[config.mk]
export PLATFORM = sky130hd
export DESIGN_NAME = json_string_unescape_utf8
export DESIGN_NICKNAME = d
export VERILOG_FILES = /design/src/design/jsu_pkg.sv /design/src/design/jsu_front.sv /design/src/design/jsu_queue.sv /design/src/design/jsu_back.sv /design/src/design/json_string_unescape_utf8.sv
export SDC_FILE = /design/constraint.sdc
export NUM_CORES = 1
export LEC_CHECK = 0
export ABC_CLOCK_PERIOD_IN_PS = 11200
export BUFFER_PORTS_ARGS = -buffer_cell sky130_fd_sc_hd__buf_2
export CAP_MARGIN = 40
export CORE_UTILIZATION = 45
export CTS_CLUSTER_SIZE = 20
export DETAILED_ROUTE_END_ITERATION = 7
export GPL_TIMING_DRIVEN = 0
export MAX_ROUTING_LAYER = met4
export PLACE_DENSITY = 0.72
export SYNTH_ARGS = -nofsm -noshare
export SYNTH_HDL_FRONTEND = slang
export SYNTH_SLANG_ARGS = --single-unit
[constraint.sdc]
create_clock -name clk_i -period 11.2 [get_ports clk_i]
set_input_delay 0.56 -clock clk_i [delete_from_list [all_inputs] [get_ports clk_i]]
set_output_delay 0.56 -clock clk_i [all_outputs]
set_load 0.02 [all_outputs]
[src/design/jsu_pkg.sv]
// Shared types, constants and helpers for the JSON string unescaper.
// No dependencies; imported by every module of the block.
`timescale 1ns / 1ps
`default_nettype none

package jsu_pkg;

  localparam int unsigned QueueDepthDef = 4;

  localparam logic [7:0] ChQuote = 8'h22;
  localparam logic [7:0] ChBslash = 8'h5C;
  localparam logic [7:0] ChSlash = 8'h2F;
  localparam logic [7:0] ChU = 8'h75;
  localparam logic [7:0] CtrlLimit = 8'h20;
  localparam logic [20:0] SuppBase = 21'h010000;
  localparam logic [15:0] OneByteLimit = 16'h0080;
  localparam logic [15:0] TwoByteLimit = 16'h0800;
  localparam logic [4:0] SurrTop = 5'b11011;    // 0xD800..0xDFFF
  localparam logic [5:0] TrailTop = 6'b110111;  // 0xDC00..0xDFFF

  typedef enum logic [3:0] {
    ST_BYTE     = 4'd0,
    ST_END      = 4'd1,
    ST_NOQUOTE  = 4'd2,
    ST_CTRL     = 4'd3,
    ST_ESCAPE   = 4'd4,
    ST_HEX      = 4'd5,
    ST_LONE     = 4'd6,
    ST_NOU      = 4'd7,
    ST_BADTRAIL = 4'd8,
    ST_UNTERM   = 4'd9
  } status_e;

  typedef enum logic [3:0] {
    M_IDLE, M_BODY, M_ESC,
    M_HEX0, M_HEX1, M_HEX2, M_HEX3,
    M_LBS, M_LU,
    M_THEX0, M_THEX1, M_THEX2, M_THEX3
  } mode_e;

  // One queued job: up to four data bytes, then an optional status result.
  typedef struct packed {
    logic [2:0]       nbytes;
    logic             has_tail;
    status_e          tail;
    logic [3:0][7:0]  bytes;
  } job_t;

  // Hex digit value; bit 4 set means not a hex digit.
  function automatic logic [4:0] hex_value(input logic [7:0] c);
    logic [4:0] v;
    if (c >= 8'h30 && c <= 8'h39) begin
      v = {1'b0, c[3:0]};
    end else if ((c >= 8'h41 && c <= 8'h46) || (c >= 8'h61 && c <= 8'h66)) begin
      v = {1'b0, c[3:0] + 4'd9};
    end else begin
      v = 5'h10;
    end
    return v;
  endfunction

  // Simple escape map; bit 8 set means not a simple escape.
  function automatic logic [8:0] simple_escape(input logic [7:0] c);
    logic [8:0] e;
    case (c)
      ChQuote:  e = {1'b0, ChQuote};
      ChBslash: e = {1'b0, ChBslash};
      ChSlash:  e = {1'b0, ChSlash};
      8'h62:    e = 9'h008;  // b
      8'h66:    e = 9'h00C;  // f
      8'h6E:    e = 9'h00A;  // n
      8'h72:    e = 9'h00D;  // r
      8'h74:    e = 9'h009;  // t
      default:  e = 9'h100;
    endcase
    return e;
  endfunction

endpackage

`default_nettype wire

[src/design/jsu_front.sv]
// Front end: takes source bytes, runs the escape/surrogate state machine and
// turns each byte into at most one job for the queue. Depends on jsu_pkg.
`timescale 1ns / 1ps
`default_nettype none

module jsu_front (
  input  wire logic          clk_i,
  input  wire logic          rst_ni,
  input  wire logic          in_valid_i,
  output logic               in_ready_o,
  input  wire logic [7:0]    in_byte_i,
  input  wire logic          in_end_i,
  input  wire logic          q_full_i,
  output logic               q_push_o,
  output jsu_pkg::job_t      q_job_o
);
  import jsu_pkg::*;

  mode_e       mode_q, mode_d;
  logic [11:0] acc_q, acc_d;    // first three hex digits
  logic [9:0]  lead_q, lead_d;
  logic        take;
  logic [4:0]  hv;
  logic [8:0]  esc;
  logic [15:0] cp;
  logic [20:0] cp21;
  job_t        job;

  assign in_ready_o = !q_full_i;
  assign take       = in_valid_i && !q_full_i;
  assign hv         = hex_value(in_byte_i);
  assign esc        = simple_escape(in_byte_i);
  assign cp         = {acc_q, hv[3:0]};
  assign cp21       = {1'b0, lead_q, cp[9:0]} + SuppBase;

  // next state
  always_comb begin
    mode_d = mode_q;
    acc_d  = acc_q;
    lead_d = lead_q;
    case (mode_q)
      M_IDLE: begin
        if (in_byte_i == ChQuote) mode_d = M_BODY;
      end
      M_BODY: begin
        if (in_byte_i == ChQuote || in_byte_i < CtrlLimit) mode_d = M_IDLE;
        else if (in_byte_i == ChBslash) mode_d = M_ESC;
      end
      M_ESC: begin
        if (in_byte_i == ChU) mode_d = M_HEX0;
        else if (!esc[8]) mode_d = M_BODY;
        else mode_d = M_IDLE;
      end
      M_HEX0, M_HEX1, M_HEX2, M_THEX0, M_THEX1, M_THEX2: begin
        if (hv[4]) begin
          mode_d = M_IDLE;
        end else begin
          mode_d = mode_e'(mode_q + 4'd1);
          acc_d  = {acc_q[7:0], hv[3:0]};
        end
      end
      M_HEX3: begin
        if (hv[4]) mode_d = M_IDLE;
        else if (cp[15:11] != SurrTop) mode_d = M_BODY;
        else if (cp[15:10] != TrailTop) begin
          mode_d = M_LBS;
          lead_d = cp[9:0];
        end else mode_d = M_IDLE;
      end
      M_THEX3: begin
        if (hv[4] || cp[15:10] != TrailTop) mode_d = M_IDLE;
        else begin
          mode_d = M_BODY;
          lead_d = '0;
        end
      end
      M_LBS: mode_d = (in_byte_i == ChBslash) ? M_LU : M_IDLE;
      M_LU:  mode_d = (in_byte_i == ChU) ? M_THEX0 : M_IDLE;
      default: mode_d = M_IDLE;
    endcase
    if (mode_q == M_HEX3 || mode_q == M_THEX3) acc_d = '0;
    // buffer ran out with the string still open
    if (in_end_i) mode_d = M_IDLE;
    if (mode_d == M_IDLE) begin
      acc_d  = '0;
      lead_d = '0;
    end
  end

  // job for this byte
  always_comb begin
    job          = '0;
    job.tail     = ST_BYTE;
    case (mode_q)
      M_IDLE: begin
        if (in_byte_i != ChQuote) begin
          job.has_tail = 1'b1;
          job.tail     = ST_NOQUOTE;
        end
      end
      M_BODY: begin
        if (in_byte_i == ChQuote) begin
          job.has_tail = 1'b1;
          job.tail     = ST_END;
        end else if (in_byte_i < CtrlLimit) begin
          job.has_tail = 1'b1;
          job.tail     = ST_CTRL;
        end else if (in_byte_i != ChBslash) begin
          job.nbytes   = 3'd1;
          job.bytes[0] = in_byte_i;
        end
      end
      M_ESC: begin
        if (in_byte_i != ChU) begin
          if (!esc[8]) begin
            job.nbytes   = 3'd1;
            job.bytes[0] = esc[7:0];
          end else begin
            job.has_tail = 1'b1;
            job.tail     = ST_ESCAPE;
          end
        end
      end
      M_HEX0, M_HEX1, M_HEX2, M_THEX0, M_THEX1, M_THEX2: begin
        if (hv[4]) begin
          job.has_tail = 1'b1;
          job.tail     = ST_HEX;
        end
      end
      M_HEX3: begin
        if (hv[4]) begin
          job.has_tail = 1'b1;
          job.tail     = ST_HEX;
        end else if (cp < OneByteLimit) begin
          job.nbytes   = 3'd1;
          job.bytes[0] = cp[7:0];
        end else if (cp < TwoByteLimit) begin
          job.nbytes   = 3'd2;
          job.bytes[0] = {3'b110, cp[10:6]};
          job.bytes[1] = {2'b10, cp[5:0]};
        end else if (cp[15:11] != SurrTop) begin
          job.nbytes   = 3'd3;
          job.bytes[0] = {4'b1110, cp[15:12]};
          job.bytes[1] = {2'b10, cp[11:6]};
          job.bytes[2] = {2'b10, cp[5:0]};
        end else if (cp[15:10] == TrailTop) begin
          job.has_tail = 1'b1;
          job.tail     = ST_LONE;
        end
      end
      M_THEX3: begin
        if (hv[4]) begin
          job.has_tail = 1'b1;
          job.tail     = ST_HEX;
        end else if (cp[15:10] != TrailTop) begin
          job.has_tail = 1'b1;
          job.tail     = ST_BADTRAIL;
        end else begin
          job.nbytes   = 3'd4;
          job.bytes[0] = {5'b11110, cp21[20:18]};
          job.bytes[1] = {2'b10, cp21[17:12]};
          job.bytes[2] = {2'b10, cp21[11:6]};
          job.bytes[3] = {2'b10, cp21[5:0]};
        end
      end
      M_LBS: begin
        if (in_byte_i != ChBslash) begin
          job.has_tail = 1'b1;
          job.tail     = ST_NOU;
        end
      end
      M_LU: begin
        if (in_byte_i != ChU) begin
          job.has_tail = 1'b1;
          job.tail     = ST_NOU;
        end
      end
      default: job.has_tail = 1'b0;
    endcase
    // an error or end already returned to idle, so at most one tail status
    if (in_end_i && !job.has_tail && !(mode_q == M_IDLE && in_byte_i != ChQuote)) begin
      job.has_tail = 1'b1;
      job.tail     = ST_UNTERM;
    end
  end

  assign q_job_o  = job;
  assign q_push_o = take && (job.nbytes != 3'd0 || job.has_tail);

  always_ff @(posedge clk_i or negedge rst_ni) begin
    if (!rst_ni) begin
      mode_q <= M_IDLE;
      acc_q  <= '0;
      lead_q <= '0;
    end else if (take) begin
      mode_q <= mode_d;
      acc_q  <= acc_d;
      lead_q <= lead_d;
    end
  end

endmodule

`default_nettype wire

[src/design/jsu_queue.sv]
// Small job queue between front and back end, register based.
// Depends on jsu_pkg for the job type.
`timescale 1ns / 1ps
`default_nettype none

module jsu_queue #(
  parameter int unsigned Depth = jsu_pkg::QueueDepthDef
) (
  input  wire logic          clk_i,
  input  wire logic          rst_ni,
  input  wire logic          push_i,
  input  wire jsu_pkg::job_t push_job_i,
  output logic               full_o,
  input  wire logic          pop_i,
  output logic               empty_o,
  output jsu_pkg::job_t      head_o
);
  import jsu_pkg::*;

  localparam int unsigned PtrW = (Depth > 1) ? $clog2(Depth) : 1;
  localparam int unsigned CntW = $clog2(Depth + 1);
  localparam logic [PtrW-1:0] LastPtr = PtrW'(Depth - 1);

  job_t            mem_q [Depth];
  logic [PtrW-1:0] wr_q, rd_q;
  logic [CntW-1:0] cnt_q;
  logic            do_push, do_pop;

  assign full_o  = (cnt_q == CntW'(Depth));
  assign empty_o = (cnt_q == '0);
  assign head_o  = mem_q[rd_q];
  assign do_push = push_i && !full_o;
  assign do_pop  = pop_i && !empty_o;

  always_ff @(posedge clk_i) begin
    if (do_push) mem_q[wr_q] <= push_job_i;
  end

  always_ff @(posedge clk_i or negedge rst_ni) begin
    if (!rst_ni) begin
      wr_q  <= '0;
      rd_q  <= '0;
      cnt_q <= '0;
    end else begin
      if (do_push) wr_q <= (wr_q == LastPtr) ? '0 : wr_q + 1'b1;
      if (do_pop)  rd_q <= (rd_q == LastPtr) ? '0 : rd_q + 1'b1;
      if (do_push && !do_pop) cnt_q <= cnt_q + 1'b1;
      else if (do_pop && !do_push) cnt_q <= cnt_q - 1'b1;
    end
  end

endmodule

`default_nettype wire

[src/design/jsu_back.sv]
// Back end: holds one job and hands out its results one per cycle while the output is ready.
// Depends on jsu_pkg for the job type and status codes.
`timescale 1ns / 1ps
`default_nettype none

module jsu_back (
  input  wire logic          clk_i,
  input  wire logic          rst_ni,
  input  wire logic          q_empty_i,
  input  wire jsu_pkg::job_t q_head_i,
  output logic               q_pop_o,
  output logic               out_valid_o,
  input  wire logic          out_ready_i,
  output logic [7:0]         out_byte_o,
  output logic [3:0]         out_status_o,
  output logic               out_last_o
);
  import jsu_pkg::*;

  job_t       job_q;
  logic       have_q;
  logic [2:0] idx_q;
  logic [2:0] total;
  logic       fire, done, load;

  assign total        = job_q.nbytes + {2'b00, job_q.has_tail};
  assign out_valid_o  = have_q;
  assign out_last_o   = (idx_q == total - 3'd1);
  assign fire         = have_q && out_ready_i;
  assign done         = fire && out_last_o;
  assign load         = !have_q || done;
  assign q_pop_o      = load && !q_empty_i;

  always_comb begin
    if (idx_q < job_q.nbytes) begin
      out_byte_o   = job_q.bytes[idx_q[1:0]];
      out_status_o = ST_BYTE;
    end else begin
      out_byte_o   = '0;
      out_status_o = job_q.tail;
    end
  end

  always_ff @(posedge clk_i) begin
    if (q_pop_o) job_q <= q_head_i;
  end

  always_ff @(posedge clk_i or negedge rst_ni) begin
    if (!rst_ni) begin
      have_q <= 1'b0;
      idx_q  <= '0;
    end else if (load) begin
      have_q <= !q_empty_i;
      idx_q  <= '0;
    end else if (fire) begin
      idx_q  <= idx_q + 3'd1;
    end
  end

endmodule

`default_nettype wire

[src/design/json_string_unescape_utf8.sv]
// Top level of the JSON string unescaper: front decoder, job queue, back emitter.
// Depends on jsu_pkg, jsu_front, jsu_queue and jsu_back.
//
//  channel  | dir | handshake             | payload
//  ---------+-----+-----------------------+-------------------------------------
//  source   | in  | s_axis_tvalid/tready  | tdata[7:0] in_byte, tlast buffer_end
//  result   | out | m_axis_tvalid/tready  | tdata[7:0] out_byte, [11:8] status,
//           |     |                       | tlast last
//
// One source item is taken per cycle while the job queue has room; the front
// decoder finishes each item in that cycle and queues at most one job.
// The back end gives one result per cycle while m_axis_tready is high; an item has
// up to five results (four bytes and a status for a surrogate pair ending the buffer); the queue
// (QueueDepth jobs) absorbs these bursts and output stalls.
// Reset is asynchronous and active low; no clearing pass is needed.
`timescale 1ns / 1ps
`default_nettype none

module json_string_unescape_utf8 #(
  parameter int unsigned QueueDepth = jsu_pkg::QueueDepthDef
) (
  input  wire logic        clk_i,
  input  wire logic        rst_ni,
  input  wire logic        s_axis_tvalid_i,
  output logic             s_axis_tready_o,
  input  wire logic [7:0]  s_axis_tdata_i,   // [7:0] in_byte
  input  wire logic        s_axis_tlast_i,   // buffer_end
  output logic             m_axis_tvalid_o,
  input  wire logic        m_axis_tready_i,
  output logic [15:0]      m_axis_tdata_o,   // [7:0] out_byte, [11:8] status, zero pad
  output logic             m_axis_tlast_o    // last result of the source item
);
  import jsu_pkg::*;

  job_t       push_job, head_job;
  logic       push, full, pop, empty;
  logic [7:0] out_byte;
  logic [3:0] out_status;

  jsu_front u_front (
    .clk_i      (clk_i),
    .rst_ni     (rst_ni),
    .in_valid_i (s_axis_tvalid_i),
    .in_ready_o (s_axis_tready_o),
    .in_byte_i  (s_axis_tdata_i),
    .in_end_i   (s_axis_tlast_i),
    .q_full_i   (full),
    .q_push_o   (push),
    .q_job_o    (push_job)
  );

  // decouples decoding from emission so each side stalls on its own
  jsu_queue #(
    .Depth (QueueDepth)
  ) u_queue (
    .clk_i      (clk_i),
    .rst_ni     (rst_ni),
    .push_i     (push),
    .push_job_i (push_job),
    .full_o     (full),
    .pop_i      (pop),
    .empty_o    (empty),
    .head_o     (head_job)
  );

  jsu_back u_back (
    .clk_i        (clk_i),
    .rst_ni       (rst_ni),
    .q_empty_i    (empty),
    .q_head_i     (head_job),
    .q_pop_o      (pop),
    .out_valid_o  (m_axis_tvalid_o),
    .out_ready_i  (m_axis_tready_i),
    .out_byte_o   (out_byte),
    .out_status_o (out_status),
    .out_last_o   (m_axis_tlast_o)
  );

  assign m_axis_tdata_o = {4'h0, out_status, out_byte};

endmodule

`default_nettype wire
---- Word-level counts from Yosys, hierarchy flattened ----
Memories as Yosys holds them, arrays and structs flattened. A register that Yosys moved wholly into a read port is not among the register bits.
Index checks and enable logic that the tools add are counted.
cells by class
  equality and inequality tests ........... 36
  mux-type cells .......................... 84
  $lt $le $gt $ge ......................... 11
  add/sub/neg operators ................... 10
  reductions and logical operators ........ 39
operators with widths
  kind                                                                count
  two-way mux 5 bit                                                   17
  two-way mux 8 bit                                                   10
  one-hot mux 9 bit (8 select lines)                                  1
  two-way mux 32 bit                                                  2
  one-hot mux 4 bit (8 select lines)                                  2
  equality test 8 x 7 -> 1 bit (second input constant)                7
  two-way mux 10 bit                                                  5
  two-way mux 12 bit                                                  4
  two-way mux 24 bit                                                  2
  two-way mux 4 bit                                                   11
  two-way mux 3 bit                                                   11
  two-way mux 16 bit                                                  2
  one-hot mux 16 bit (2 select lines)                                 1
  one-hot mux 8 bit (4 select lines)                                  1
  adder 20 x 17 -> 21 bit (second input constant)                     1
  equality test 4 bit (second input constant)                         5
  one-hot mux 10 bit (2 select lines)                                 1
  binary-select mux 8 bit (select 2 bit)                              1
  equality test 4 x 3 -> 1 bit (second input constant)                4
  equality test 8 x 6 -> 1 bit (second input constant)                2
  greater-or-equal comparator 8 x 7 -> 1 bit (second input constant)  2
  less-or-equal comparator 8 x 7 -> 1 bit (second input constant)     2
  < comparator 16 x 12 -> 1 bit (second input constant)               1
  < comparator 16 x 8 -> 1 bit (second input constant)                1
  38 further kinds                                                    84
word-level totals
  logic and storage cells ................. 189
  memory bits (writable) .................. 160
  output and inout bits ................... 19
  register bits ........................... 37
  memories kept ........................... 1
  input bits .............................. 13
memories
  name           words  width  read ports  clocked after Yosys merged registers in  wr ports  RTL line         source
  u_queue.mem_q  4      40     1           1                                        1         jsu_queue.sv:24  job_t mem_q [Depth];

---- Longest topological paths before layout ----
Gate-level depths: netlist of the first run.
  depth after elaboration ................. 21
  depth in mapped cells ................... 15
  mapped depth without buffers ............ 15

---- By module ----
Synthesis of the first run repeated with hierarchy kept, for this count alone.
unflattened totals
  cells, all modules ...................... 680
  area total of the unflattened synthesis .. 10684.0 µm²
by module, submodules not included
  module                     area an instance (µm²)  seq. area each (µm²)  cells each  instances
  jsu_queue                  6211.0                  4979.8                247         1
  jsu_front                  2603.7                  650.6                 331         1
  jsu_back                   1835.5                  1301.2                97          1
  json_string_unescape_utf8  33.8                    0.0                   5           1

---- Worst setup path after synthesis of the first run ----
No wires, ideal clock.
  path type ............................... register to register
  from .................................... register, netlist name u_back.job_q[36]
  to ...................................... register u_queue.cnt_q[1]
  data required time ...................... 11.075 ns
  arrival ................................. 4.953 ns
  path slack .............................. 6.122 ns
  clock period less this slack ............ 5.078 ns
  cell stages (with the launch flop) ...... 13
  cells stage by stage .................... edfxtp_1 inv_1 ha_1 ha_1 xnor2_1 nor3_1 nand2_1 a21oi_1 inv_1 ha_1 inv_1 fa_1 mux2_2
between the ends
  cells in the longest elaborated chain, start to end .. 10
  elaborated cells between the ends (all ways) .. 12
  those cells by class .................... 2 x add/sub; 1 x eq/ne; 1 x mux; 8 x reduce/logical
ends and longest elaborated chain
  element                                                         RTL line                         source
  adder 3 x 1 -> 3 bit (*)                                        jsu_back.sv:26                   assign total = job_q.nbytes + {2'b00, job_q.has_tail};
  subtractor 3 x 1 -> 3 bit (*)                                   jsu_back.sv:28                   assign out_last_o = (idx_q == total - 3'd1);
  equality test 3 bit (*)                                         jsu_back.sv:28
  net m_axis_tlast_o                                              json_string_unescape_utf8.sv:31  output logic m_axis_tlast_o
  logical AND 1 bit (*)                                           jsu_back.sv:30                   assign done = fire && out_last_o;
  logical OR 1 bit (*)                                            jsu_back.sv:31                   assign load = !have_q || done;
  logical AND 1 bit (*)                                           jsu_back.sv:32                   assign q_pop_o = load && !q_empty_i;
  net pop                                                         json_string_unescape_utf8.sv:36  logic push, full, pop, empty;
  logical AND 1 bit (*)                                           jsu_queue.sv:33                  assign do_pop = pop_i && !empty_o;
  zero test 1 bit                                                 jsu_queue.sv:47                  if (do_push && !do_pop) cnt_q <= cnt_q + 1'b1;
  logical AND 1 bit                                               jsu_queue.sv:47
  two-way mux 3 bit / nonzero test 2 bit (equally long branches)  --
  end signal, assigned                                            jsu_queue.sv:47
  end signal, assigned                                            jsu_queue.sv:48                  else if (do_pop && !do_push) cnt_q <= cnt_q - 1'b1;
  end, declared                                                   jsu_queue.sv:26                  logic [CntW-1:0] cnt_q;
The timed path passes the listed nets; every way through them passes the cells marked *.
A chain may end at the register's enable or synchronous reset.

---- Worst setup path in the final report of the first run ----
  from .................................... register u_front.mode_q[0]
  to ...................................... register u_queue.cnt_q[1]
between the ends
  cells in the longest elaborated chain, start to end .. 13
  elaborated cells between the ends (all ways) .. 31
  those cells by class .................... 12 x eq/ne; 4 x mux; 15 x reduce/logical
ends and longest elaborated chain
  element                                                     RTL line          source
  start, declared                                             jsu_front.sv:19   mode_e mode_q, mode_d;
  start signal, assigned                                      jsu_front.sv:196  mode_q <= mode_d;
  equality test 4 x 2 -> 1 bit, or another cell as far along  jsu_front.sv:94   case (mode_q)
  OR reduction 6 bit                                          jsu_front.sv:94
  one-hot mux 1 bit (8 select lines)                          jsu_front.sv:94
  zero test 1 bit                                             jsu_front.sv:181  if (in_end_i && !job.has_tail && !(mode_q == M_IDLE && in_byte_i != ChQuote)) begin
  logical AND 1 bit (2 in a row)                              jsu_front.sv:181
  two-way mux 5 bit                                           jsu_front.sv:181
  logical OR 1 bit (*)                                        jsu_front.sv:188  assign q_push_o = take && (job.nbytes != 3'd0 || job.has_tail);
  logical AND 1 bit (*)                                       jsu_front.sv:188
  logical AND 1 bit (*)                                       jsu_queue.sv:32   assign do_push = push_i && !full_o;
  net u_queue.do_push                                         jsu_queue.sv:27   logic do_push, do_pop;
  zero test 1 bit                                             jsu_queue.sv:48
  logical AND 1 bit                                           jsu_queue.sv:48
  nonzero test 2 bit (no line)                                --
Marks and branches as above.

==> flow_metrics.py, run 1 <==
metrics = {
    "critical_path": {
        "crit_end": "u_queue.cnt_q[1]$_DFFE_PN0P_",
        "crit_chain": "inv_1 -> ha_1 -> or2_2 -> a22o_1 -> nor3b_2 -> o22ai_2 -> or4b_4 -> o41a_4 -> ha_1 -> inv_1 -> fa_1 -> mux2_2",
        "regToRegEndpoint": "u_queue.cnt_q[1]$_DFFE_PN0P_",
        "reg2reg_slack_ps": 7230,
        "rr_startpoint": "u_front.mode_q[0]$_DFFE_PN0P_",
        "critPathSlowestCell": "o41a_4",
        "cp.required_ps": 11560,
        "path_max_fanout": 8,
        "crit_start": "u_front.mode_q[0]$_DFFE_PN0P_",
        "cp_top_family": "simple AND/OR/NAND/NOR gates",
        "arrival_ps": 4330,
        "cp_slowest_stage_delay_ps": 530,
        "cp.depth": 12,
        "crit_type": "reg2reg",
        "rr_worst_depth": 12,
        "endpoint_kind": "flip-flop",
        "critPathBufInv": 2,
        "worstSetupStartpointType": "flip-flop",
    },
    "pwr": {
        "internal_power_mw": 1.860,
        "p_leak_nw": 4.163,
        "peakVddDrop_v": 0.0001043,
        "clkPwrFrac": 0.290,
        "p_sw_frac": 0.2810,
        "powerDensity_mw_per_mm2": 223.5,
        "p_seq_frac": 0.440,
        "p_switching_uw": 726.8,
        "combPwrFrac": 0.270,
    },
    "cts": {
        "clock-sinks": 222,
        "path_clk_slew_ps": 70,
        "insertion_delay_ps": 490,
        "holdBufCountCts": 1,
        "clk_path_buf_depth": 3,
        "cts_tree": "yes",
        "htree_levels": 1,
        "cts_made_buffers": 21,
        "cts-root-buf": "clkbuf_16",
        "cts_setup_buffers": 0,
        "cts_resized": 0,
    },
    "flow_run": {
        "drv_cap": 0,
    },
    "global_route": {
        "grt_pass1_vias": 6342,
        "grt_pass1_wl_microns": 35650,
        "antenna_found_initial": 0,
        "grt_overflow": 0,
        "grt_use_total": 0.2025,
        "grt_max_degree": 33,
    },
    "run_status": {
        "outcome": "finished, violations left",
        "violations": "design-rule violations",
    },
    "logic_synthesis": {
        "ys_seq_area_frac": 0.6377,
        "synth_top_family_by_area": "multiplexers",
        "synth_area_per_cell_sq_um": 14.97,
        "synth_ff_type": "edfxtp_1",
        "yosys-top-cells-area": "edfxtp_1 (55%), mux4_2 (9.8%), dfrtp_1 (9.1%)",
        "synthAdderAreaFrac": 0.02659,
        "yosys_warnings": 0,
        "synth_compound_area_frac": 0.09455,
        "muxShareOfSynthArea": 0.1069,
        "yosys.area.top_type_share": 0.5466,
        "ys_types": 81,
        "async_flop_share": 0.1667,
        "synth_edf_count": 185,
        "synthCells": 679,
        "netlist_area_sq_mm": 0.01016,
        "synth_top_area_cell": "edfxtp_1",
        "yosys.area_share.simple": 0.09602,
        "synthXorXnorAreaFrac": 0.01034,
        "synth_seq_cells": 222,
    },
    "floorplanning": {
        "core_area_sq_mm": 0.02196,
        "fp.dieW_microns": 152.3,
        "die_y_microns": 152.3,
        "initial_utilization": 0.4628,
        "dieArea_sq_mm": 0.02319,
        "num_rows": 54,
        "num_io_pins": 32,
    },
    "timing": {
        "holdWs_ps": 463.4,
        "period_share": 0.3544,
        "slew_headroom": 0.4478,
        "tightest_slew_ps": 823.3,
        "fin_skew_ps": 10.75,
        "grt_setup_unrepaired": "false",
        "tns_ps": 0,
        "setup_viol": 0,
        "finalHoldViolCount": 0,
        "fin_crit_ps": 3970,
        "maxSlewViolCount": 0,
        "max_freq_ghz": 0.2519,
    },
    "routing": {
        "met1Wirelength_microns": 9570,
        "num_vias": 6203,
        "post-route-drc-count": 1,
        "met2_length_microns": 10600,
        "routedWlPerCell_microns": 21.34,
        "ant_nets": 0,
        "wl_met3_microns": 1374,
        "wirelength_microns": 22090,
        "routed.top_layer": "met4",
        "viasPerCell": 5.993,
        "drt_iter0_markers": 724,
        "first_pass_iters": 8,
    },
    "finish": {
        "stdcell_area_sq_mm": 0.01157,
        "fin_nets": 775,
        "area.growth.synth_to_final_pct": 13.87,
        "drive_above_1_share": 0.2106,
        "n_antenna_cell": 0,
    },
    "placement": {
        "port_buffers": 25,
        "place.gp.congestion": 0.9451,
        "dp_hpwl_microns": 15120,
        "placed_cell_area_sq_mm": 0.01083,
    },
    "worst_hold_path": {
        "min_path_type": "in2reg",
    },
}
==> placed cells by master, fill, tap and decap left out, types with 16 or more instances in the layout <==
cell	synthesis	layout
a21oi_1	17	16
o21ai_0	18	18
nand2_1	44	44
mux4_2	44	44
edfxtp_1	185	185
nor2_1	34	34
dfrtp_1	37	37
inv_1	34	34
clkbuf_16	0	21
ha_1	20	20
clkbuf_1	15	17
buf_2	5	31
==> flip-flops by register name, summed over array words and instances, names as in the netlist <==
| signal | count |
|---|---|
| u_queue.mem_q | 148 |
| u_back.job_q | 37 |
| u_front.acc_q | 12 |
| u_front.lead_q | 10 |
| u_front.mode_q | 4 |
| u_back.idx_q | 3 |
| u_queue.cnt_q | 3 |
| u_queue.rd_q | 2 |
| u_queue.wr_q | 2 |
| u_back.out_valid_o | 1 |
==> cells in the mapped netlist (5+ instances only) <==
| cell type | instances |
|---|---|
| or2_2 | 7 |
| buf_2 | 5 |
| nand2_1 | 44 |
| dfrtp_1 | 37 |
| edfxtp_1 | 185 |
| o21ai_0 | 18 |
| a22oi_1 | 11 |
| inv_1 | 34 |
| nor2_1 | 34 |
| ha_1 | 20 |
| nor3_1 | 8 |
| mux4_2 | 44 |
| o22ai_1 | 10 |
| and2_1 | 15 |
| nand3_1 | 13 |
| buf_4 | 6 |
| nor2b_1 | 11 |
| a21oi_1 | 17 |
| clkbuf_1 | 15 |
| buf_1 | 7 |
| xnor2_1 | 9 |
| o32ai_1 | 13 |
| o211ai_1 | 14 |
==> power groups by stage <==
| stage | registers (mW) | logic, mW | clock network [mW] |
|---|---|---|---|
| finish | 1.14 | 0.699 | 0.749 |
| global route | 1.15 | 0.763 | 0.789 |
| CTS | 1.14 | 0.717 | 0.759 |
| detailed placement | 1.15 | 0.709 | 0 |
| global placement | 1.16 | 0.649 | 0 |
| floorplan | 1.14 | 0.488 | 0 |
==> worst min-delay path by stage <==
stage	startpoint	end	cells past startpoint
after floorplan	rst_ni	u_back.idx_q[0]$_DFFE_PN0P_	0
after global placement	u_queue.cnt_q[2]$_DFFE_PN0P_	u_queue.cnt_q[2]$_DFFE_PN0P_	1
after detailed placement	rst_ni	u_back.idx_q[2]$_DFFE_PN0P_	1
after CTS	s_axis_tlast_i	u_front.mode_q[1]$_DFFE_PN0P_	4
after global routing	m_axis_tready_i	u_back.idx_q[0]$_DFFE_PN0P_	3
final	s_axis_tlast_i	u_front.mode_q[1]$_DFFE_PN0P_	4
==> tightest hold or removal path, delay by kind of cell <==
kind | cells | cell delay, ps
AND/OR/NAND/NOR | 2 | 150
buffers and inverters | 1 | 110
AO/OA/AOI/OAI | 1 | 80
==> kinds of logic (layout without fill, tap and decap cells) <==
group / Yosys count / count (layout)
DFF: 222 / 222
and+or+nand+nor: 175 / 175
AOI/OAI and AO/OA: 129 / 129
buffers and inverters: 67 / 140
muxes: 52 / 52
adders and majority gates: 21 / 21
xor gates and xnor gates: 12 / 12
other: 1 / 4
==> stage by stage <==
| step | utilization | cells | power, mW | setup WS, ps |
|---|---|---|---|---|
| final | 0.5271 | 1035 | 2.586 | 7230 |
| after global routing | 0.5271 | 1035 | 2.704 | 7076 |
| after CTS | 0.5271 | 1035 | 2.617 | 7236 |
| after detailed placement | 0.4932 | 997 | 1.862 | 7123 |
| after global placement | 0.4850 | 987 | 1.807 | 5233 |
| after floorplan | - | 682 | 1.630 | 6122 |
==> metal layers <==
| metal | vias to the layer above | GRT usage |
|---|---|---|
| met5 | - | - |
| met4 | 0 | 0.05831 |
| met3 | 47 | 0.02019 |
| met2 | 247 | 0.3248 |
| met1 | 3112 | 0.2764 |
| li1 | 2797 | - |
==> cell type report <==
type,instances,area [sq um]
Buffer,33,152.6
Clock buffer,26,574.3
Clock inverter,11,160.2
Fill cell,1726,10390
Inverter,34,127.6
Multi-Input combinational cell,393,3430
Sequential cell,222,6481
Tap cell,280,350.3
Timing Repair Buffer,36,297.8
Power figures use the tool's default switching activity.
==> inputs of run 2 (changes only) <==
Settings changed: ABC_CLOCK_PERIOD_IN_PS 11200 to 4050.
Clock period 11.2 ns to 4.05 ns, I/O delays scaled along.
==> flow_metrics.py, run 2 (same netlist as run 1, synthesis figures left out) <==
metrics = {
    "cts": {
        "cts_tree": "yes",
        "cts_made_buffers": 23,
        "path_clk_slew_ps": 70,
        "insertion_delay_ps": 510,
        "cts_setup_buffers": 0,
        "cts-root-buf": "clkbuf_16",
        "htree_levels": 1,
        "clock-sinks": 222,
        "clk_path_buf_depth": 3,
    },
    "critical_path": {
        "endpoint_kind": "flip-flop",
        "cp.required_ps": 4430,
        "critPathBufInv": 2,
        "path_max_fanout": 8,
        "critPathSlowestCell": "o41a_4",
        "crit_type": "reg2reg",
        "crit_chain": "inv_1 -> ha_1 -> or2_2 -> a22o_1 -> nor3b_2 -> o22ai_2 -> or4b_4 -> o41a_4 -> ha_1 -> inv_1 -> fa_1 -> mux2_2",
        "worstSetupStartpointType": "flip-flop",
        "arrival_ps": 4270,
        "rr_worst_depth": 12,
        "cp_top_family": "simple AND/OR/NAND/NOR gates",
        "cp.depth": 12,
        "cp_slowest_stage_delay_ps": 530,
    },
    "routing": {
        "post-route-drc-count": 2,
        "ant_nets": 0,
        "num_vias": 6259,
        "wirelength_microns": 22460,
        "viasPerCell": 6.007,
        "drt_iter0_markers": 612,
        "first_pass_iters": 8,
        "routedWlPerCell_microns": 21.55,
    },
    "floorplanning": {
        "initial_utilization": 0.4628,
        "core_area_sq_mm": 0.02196,
        "num_io_pins": 32,
        "fp.dieW_microns": 152.3,
        "dieArea_sq_mm": 0.02319,
        "num_rows": 54,
        "die_y_microns": 152.3,
    },
    "timing": {
        "maxSlewViolCount": 0,
        "fin_crit_ps": 3888,
        "period_share": 0.9601,
        "finalHoldViolCount": 0,
        "setup_viol": 0,
        "tightest_slew_ps": 885.0,
        "max_freq_ghz": 0.2572,
        "slew_headroom": 0.4064,
        "grt_setup_unrepaired": "false",
        "fin_ws_ps": 161.5,
        "fin_skew_ps": 18.83,
    },
    "pwr": {
        "p_leak_nw": 4.202,
        "peakVddDrop_v": 0.0002413,
        "powerDensity_mw_per_mm2": 626.6,
    },
    "finish": {
        "n_antenna_cell": 0,
        "largest_register_ffs": 148,
        "regMostFlops": "u_queue.mem_q",
        "final_cells": 1042,
        "drive_above_1_share": 0.2152,
        "reg_top3": "u_queue.mem_q (148), u_back.job_q (37), u_front.acc_q (12)",
        "area.growth.synth_to_final_pct": 14.98,
        "fin_nets": 779,
        "final_cell_mix": "edfxtp_1 (185), nand2_1 (44), mux4_2 (44)",
        "final_common_cell": "edfxtp_1",
    },
    "flow_run": {
        "drv_cap": 0,
    },
    "global_route": {
        "grt_pass1_wl_microns": 35110,
        "grt_max_degree": 28,
        "grt_use_total": 0.2020,
        "grt_overflow": 0,
        "antenna_found_initial": 0,
        "grt_pass1_vias": 6113,
    },
    "run_status": {
        "violations": "design-rule violations",
        "outcome": "finished, violations left",
    },
    "placement": {
        "dp_worst_setup_slack_ps": 150.4,
        "dp_hpwl_microns": 15740,
        "dp.cells": 998,
        "port_buffers": 25,
        "place.gp.congestion": 0.9621,
    },
    "worst_hold_path": {
        "min_path_type": "in2reg",
        "hold_depth": 4,
    },
}
-- run 2: cell count changes in the layout (fill, tap and decap cells not counted), moves of 2 or more --
cell / before / now
clkbuf_16: 21 / 23
clkinv_1: 1 / 3
clkinv_2: 4 / 2
clkinvlp_4: 1 / 3
-- run 2: area by class of cell --
class	instances	area, sq um
Buffer	33	152.6
Clock inverter	14	188.9
Multi-Input combinational cell	393	3430
Sequential cell	222	6482
Timing Repair Buffer	38	340.3
Tap cell	280	350.3
Fill cell	1706	10270
Inverter	34	127.6
Clock buffer	28	614.3
-- run 2: final timing paths --
kind	slack (ps)	from	to
max	160	u_front.mode_q[0]$_DFFE_PN0P_	u_queue.cnt_q[1]$_DFFE_PN0P_
min	110	s_axis_tlast_i	u_front.mode_q[1]$_DFFE_PN0P_
max reg2reg	160	u_front.mode_q[0]$_DFFE_PN0P_	u_queue.cnt_q[1]$_DFFE_PN0P_
min reg2reg	510	u_queue.cnt_q[2]$_DFFE_PN0P_	u_queue.cnt_q[2]$_DFFE_PN0P_
max in group asynchronous	3420	rst_ni	u_front.mode_q[0]$_DFFE_PN0P_
min in group asynchronous	140	rst_ni	u_queue.cnt_q[2]$_DFFE_PN0P_
-- run 2: through the flow --
stage	total power [mW]	cell area (sq um)	utilization	TNS, ps	hold slack [ps]
2_1_floorplan	4.506	10190	-	0	-93.09
3_3_place_gp	5.001	10660	0.4855	-120400	401.3
3_5_place_dp	5.176	10850	0.4942	0	126.8
4_1_cts	7.391	11660	0.5312	0	85.86
5_1_grt	7.645	11690	0.5322	0	109.0
6_report	7.322	11690	0.5322	0	110.6
-- run 2: worst reg2reg max path: cells and delay by family (launching register included) --
family	cells	cell delay, ps
muxes	1	280
DFF	1	450
and+or+nand+nor	3	1070
buffers and inverters	2	190
adders and majority gates	3	910
AOI/OAI and AO/OA	3	860
-- run 2: routing by layer --
layer	track usage	vias to the layer above	wire length, microns
met3	0.02958	42	1570
met2	0.3208	266	10750
li1	-	2813	-
met5	-	-	0
met1	0.2707	3138	9636
met4	0.06171	0	499
-- run 2: power breakdown --
part / leakage, nW / switching (mW) / internal [mW] / total, mW
Sequential: 2.22 / 0.143 / 3.01 / 3.15
Clock: 0.382 / 0.857 / 1.34 / 2.20
Combinational: 1.60 / 1.07 / 0.906 / 1.97
-- run 2: repair_timing --
action / CTS / global route
hold endpoints to repair: 37 / 0
endpoints found under the setup margin: 0 / 1
hold buffers: 1 / 0
resized for setup: 0 / 1
==> inputs of run 3 (changes only) <==
Settings changed: ABC_CLOCK_PERIOD_IN_PS 4050 to 4950, CORE_ASPECT_RATIO from default to 0.6.
Clock period 4.05 ns to 4.95 ns, I/O delays scaled along.
==> flow_metrics.py, run 3 (same netlist as run 1, synthesis figures left out) <==
metrics = {
    "routing": {
        "viasPerCell": 6.043,
        "post-route-drc-count": 1,
        "num_vias": 6309,
        "wirelength_microns": 23700,
        "routedWlPerCell_microns": 22.70,
        "drt_iter0_markers": 686,
        "first_pass_iters": 7,
        "ant_nets": 0,
    },
    "timing": {
        "grt_setup_unrepaired": "false",
        "tns_ps": 0,
        "holdWs_ps": 169.2,
        "max_freq_ghz": 0.2483,
        "fin_skew_ps": 7.038,
        "setup_viol": 0,
        "slew_headroom": 0.4174,
        "fin_crit_ps": 4027,
        "period_share": 0.8135,
        "maxSlewViolCount": 0,
        "finalHoldViolCount": 0,
        "tightest_slew_ps": 864.8,
    },
    "critical_path": {
        "cp.required_ps": 5340,
        "rr_worst_depth": 11,
        "endpoint_kind": "flip-flop",
        "crit_start": "u_back.idx_q[1]$_DFFE_PN0P_",
        "crit_type": "reg2reg",
        "arrival_ps": 4410,
        "crit_end": "u_queue.cnt_q[1]$_DFFE_PN0P_",
        "reg2reg_slack_ps": 920,
        "path_max_fanout": 23,
        "rr_startpoint": "u_back.idx_q[1]$_DFFE_PN0P_",
        "regToRegEndpoint": "u_queue.cnt_q[1]$_DFFE_PN0P_",
        "worstSetupStartpointType": "flip-flop",
    },
    "finish": {
        "largest_register_ffs": 148,
        "multi_input_area_sq_mm": 0.003430,
        "stdcell_area_sq_mm": 0.01163,
        "regArea_sq_mm": 0.006481,
        "drive_above_1_share": 0.2124,
        "n_fill_cell": 1784,
        "final_cell_mix": "edfxtp_1 (185), nand2_1 (44), mux4_2 (44)",
        "fin_nets": 777,
        "final_cells": 1044,
        "area.growth.synth_to_final_pct": 14.44,
        "regMostFlops": "u_queue.mem_q",
        "reg_top3": "u_queue.mem_q (148), u_back.job_q (37), u_front.acc_q (12)",
        "n_antenna_cell": 0,
        "final_common_cell": "edfxtp_1",
    },
    "floorplanning": {
        "die_y_microns": 118.4,
        "num_io_pins": 32,
        "core_area_sq_mm": 0.02207,
        "dieArea_sq_mm": 0.02321,
        "fp.dieW_microns": 196.0,
        "num_rows": 42,
        "initial_utilization": 0.4605,
    },
    "flow_run": {
        "drv_cap": 0,
    },
    "global_route": {
        "antenna_found_initial": 0,
        "grt_use_total": 0.2181,
        "grt_pass1_vias": 6185,
        "grt_overflow": 0,
        "grt_pass1_wl_microns": 36770,
        "grt_max_degree": 32,
    },
    "cts": {
        "cts-root-buf": "clkbuf_16",
        "cts_tree": "yes",
        "clk_path_buf_depth": 3,
        "cts_setup_buffers": 0,
        "cts_made_buffers": 21,
        "htree_levels": 1,
        "path_clk_slew_ps": 60,
        "clock-sinks": 222,
        "insertion_delay_ps": 500,
    },
    "placement": {
        "place.gp.congestion": 0.9440,
        "dp_hpwl_microns": 16530,
        "port_buffers": 25,
        "placed_cell_area_sq_mm": 0.01084,
        "dp.cells": 1004,
    },
    "run_status": {
        "outcome": "finished, violations left",
        "violations": "design-rule violations",
    },
    "pwr": {
        "p_leak_nw": 4.190,
        "powerDensity_mw_per_mm2": 516.2,
        "total_power_mw": 6.004,
        "peakVddDrop_v": 0.0003089,
    },
    "worst_hold_path": {
        "min_path_type": "in2async",
    },
}
## run 3: cell types whose count changed in the layout (fill, tap and decap cells not counted), moves of 2 or more
cell        previous run  this run
clkinvlp_4             3         1
clkbuf_8               2         0
clkinv_2               2         4
bufinv_16              4         6
clkbuf_16             23        21
clkbuf_1              18        15
## run 3: per-layer routing
layer | track usage | routed length, microns
met1 | 0.3257 | 10810
met2 | 0.3036 | 10010
met3 | 0.05051 | 2359
met4 | 0.04834 | 517
met5 | - | 0
## run 3: layout make-up
class,instances,share of cell area
flip-flops and latches,222,0.5572
multi-input cells,393,0.2949
inverters,34,0.01097
plain buffers,33,0.01312
repair buffers,38,0.02700
clock inverters,17,0.02087
clock buffers,21,0.04518
well taps,286,0.03077
## run 3: how the worst min path moves through the flow
stage                                          endpoint  slack [ps]  cells past startpoint
final                     u_front.lead_q[3]$_DFFE_PN0P_         170                      2
after global routing      u_front.lead_q[3]$_DFFE_PN0P_         190                      2
after global placement     u_queue.cnt_q[0]$_DFFE_PN0P_         430                      1
after floorplan             u_back.idx_q[0]$_DFFE_PN0P_         -50                      0
after CTS                   u_back.idx_q[1]$_DFFE_PN0P_         160                      3
after detailed placement   u_queue.cnt_q[0]$_DFFE_PN0P_         160                      1
## run 3: worst max-delay path, cell delays in order (launching register included)
cell and delay (ps):
dfrtp_1 380, clkbuf_1 620, xnor2_1 150, nor3_1 540, nand2_1 220, a21oi_4 570
buf_12 270, inv_1 110, ha_1 240, inv_1 90, fa_1 430, mux2_2 270
## run 3: per-stage QoR
step / worst slack [ps] / utilization
floorplan: 744.2 / -
global placement: -153.7 / 0.4831
detailed placement: 942.6 / 0.4912
CTS: 914.1 / 0.5265
global route: 615.5 / 0.5270
finish: 923.3 / 0.5270
## run 3: report_power, final
part | internal (mW) | switching [mW] | total [mW]
clock | 1.09 | 0.690 | 1.78
sequential | 2.46 | 0.112 | 2.57
combinational | 0.727 | 0.922 | 1.65
total | 4.28 | 1.72 | 6.00
## run 3: timing repair
item	in CTS	in global routing
hold buffers	1	0
hold endpoints to repair	37	0
resized for setup	0	0
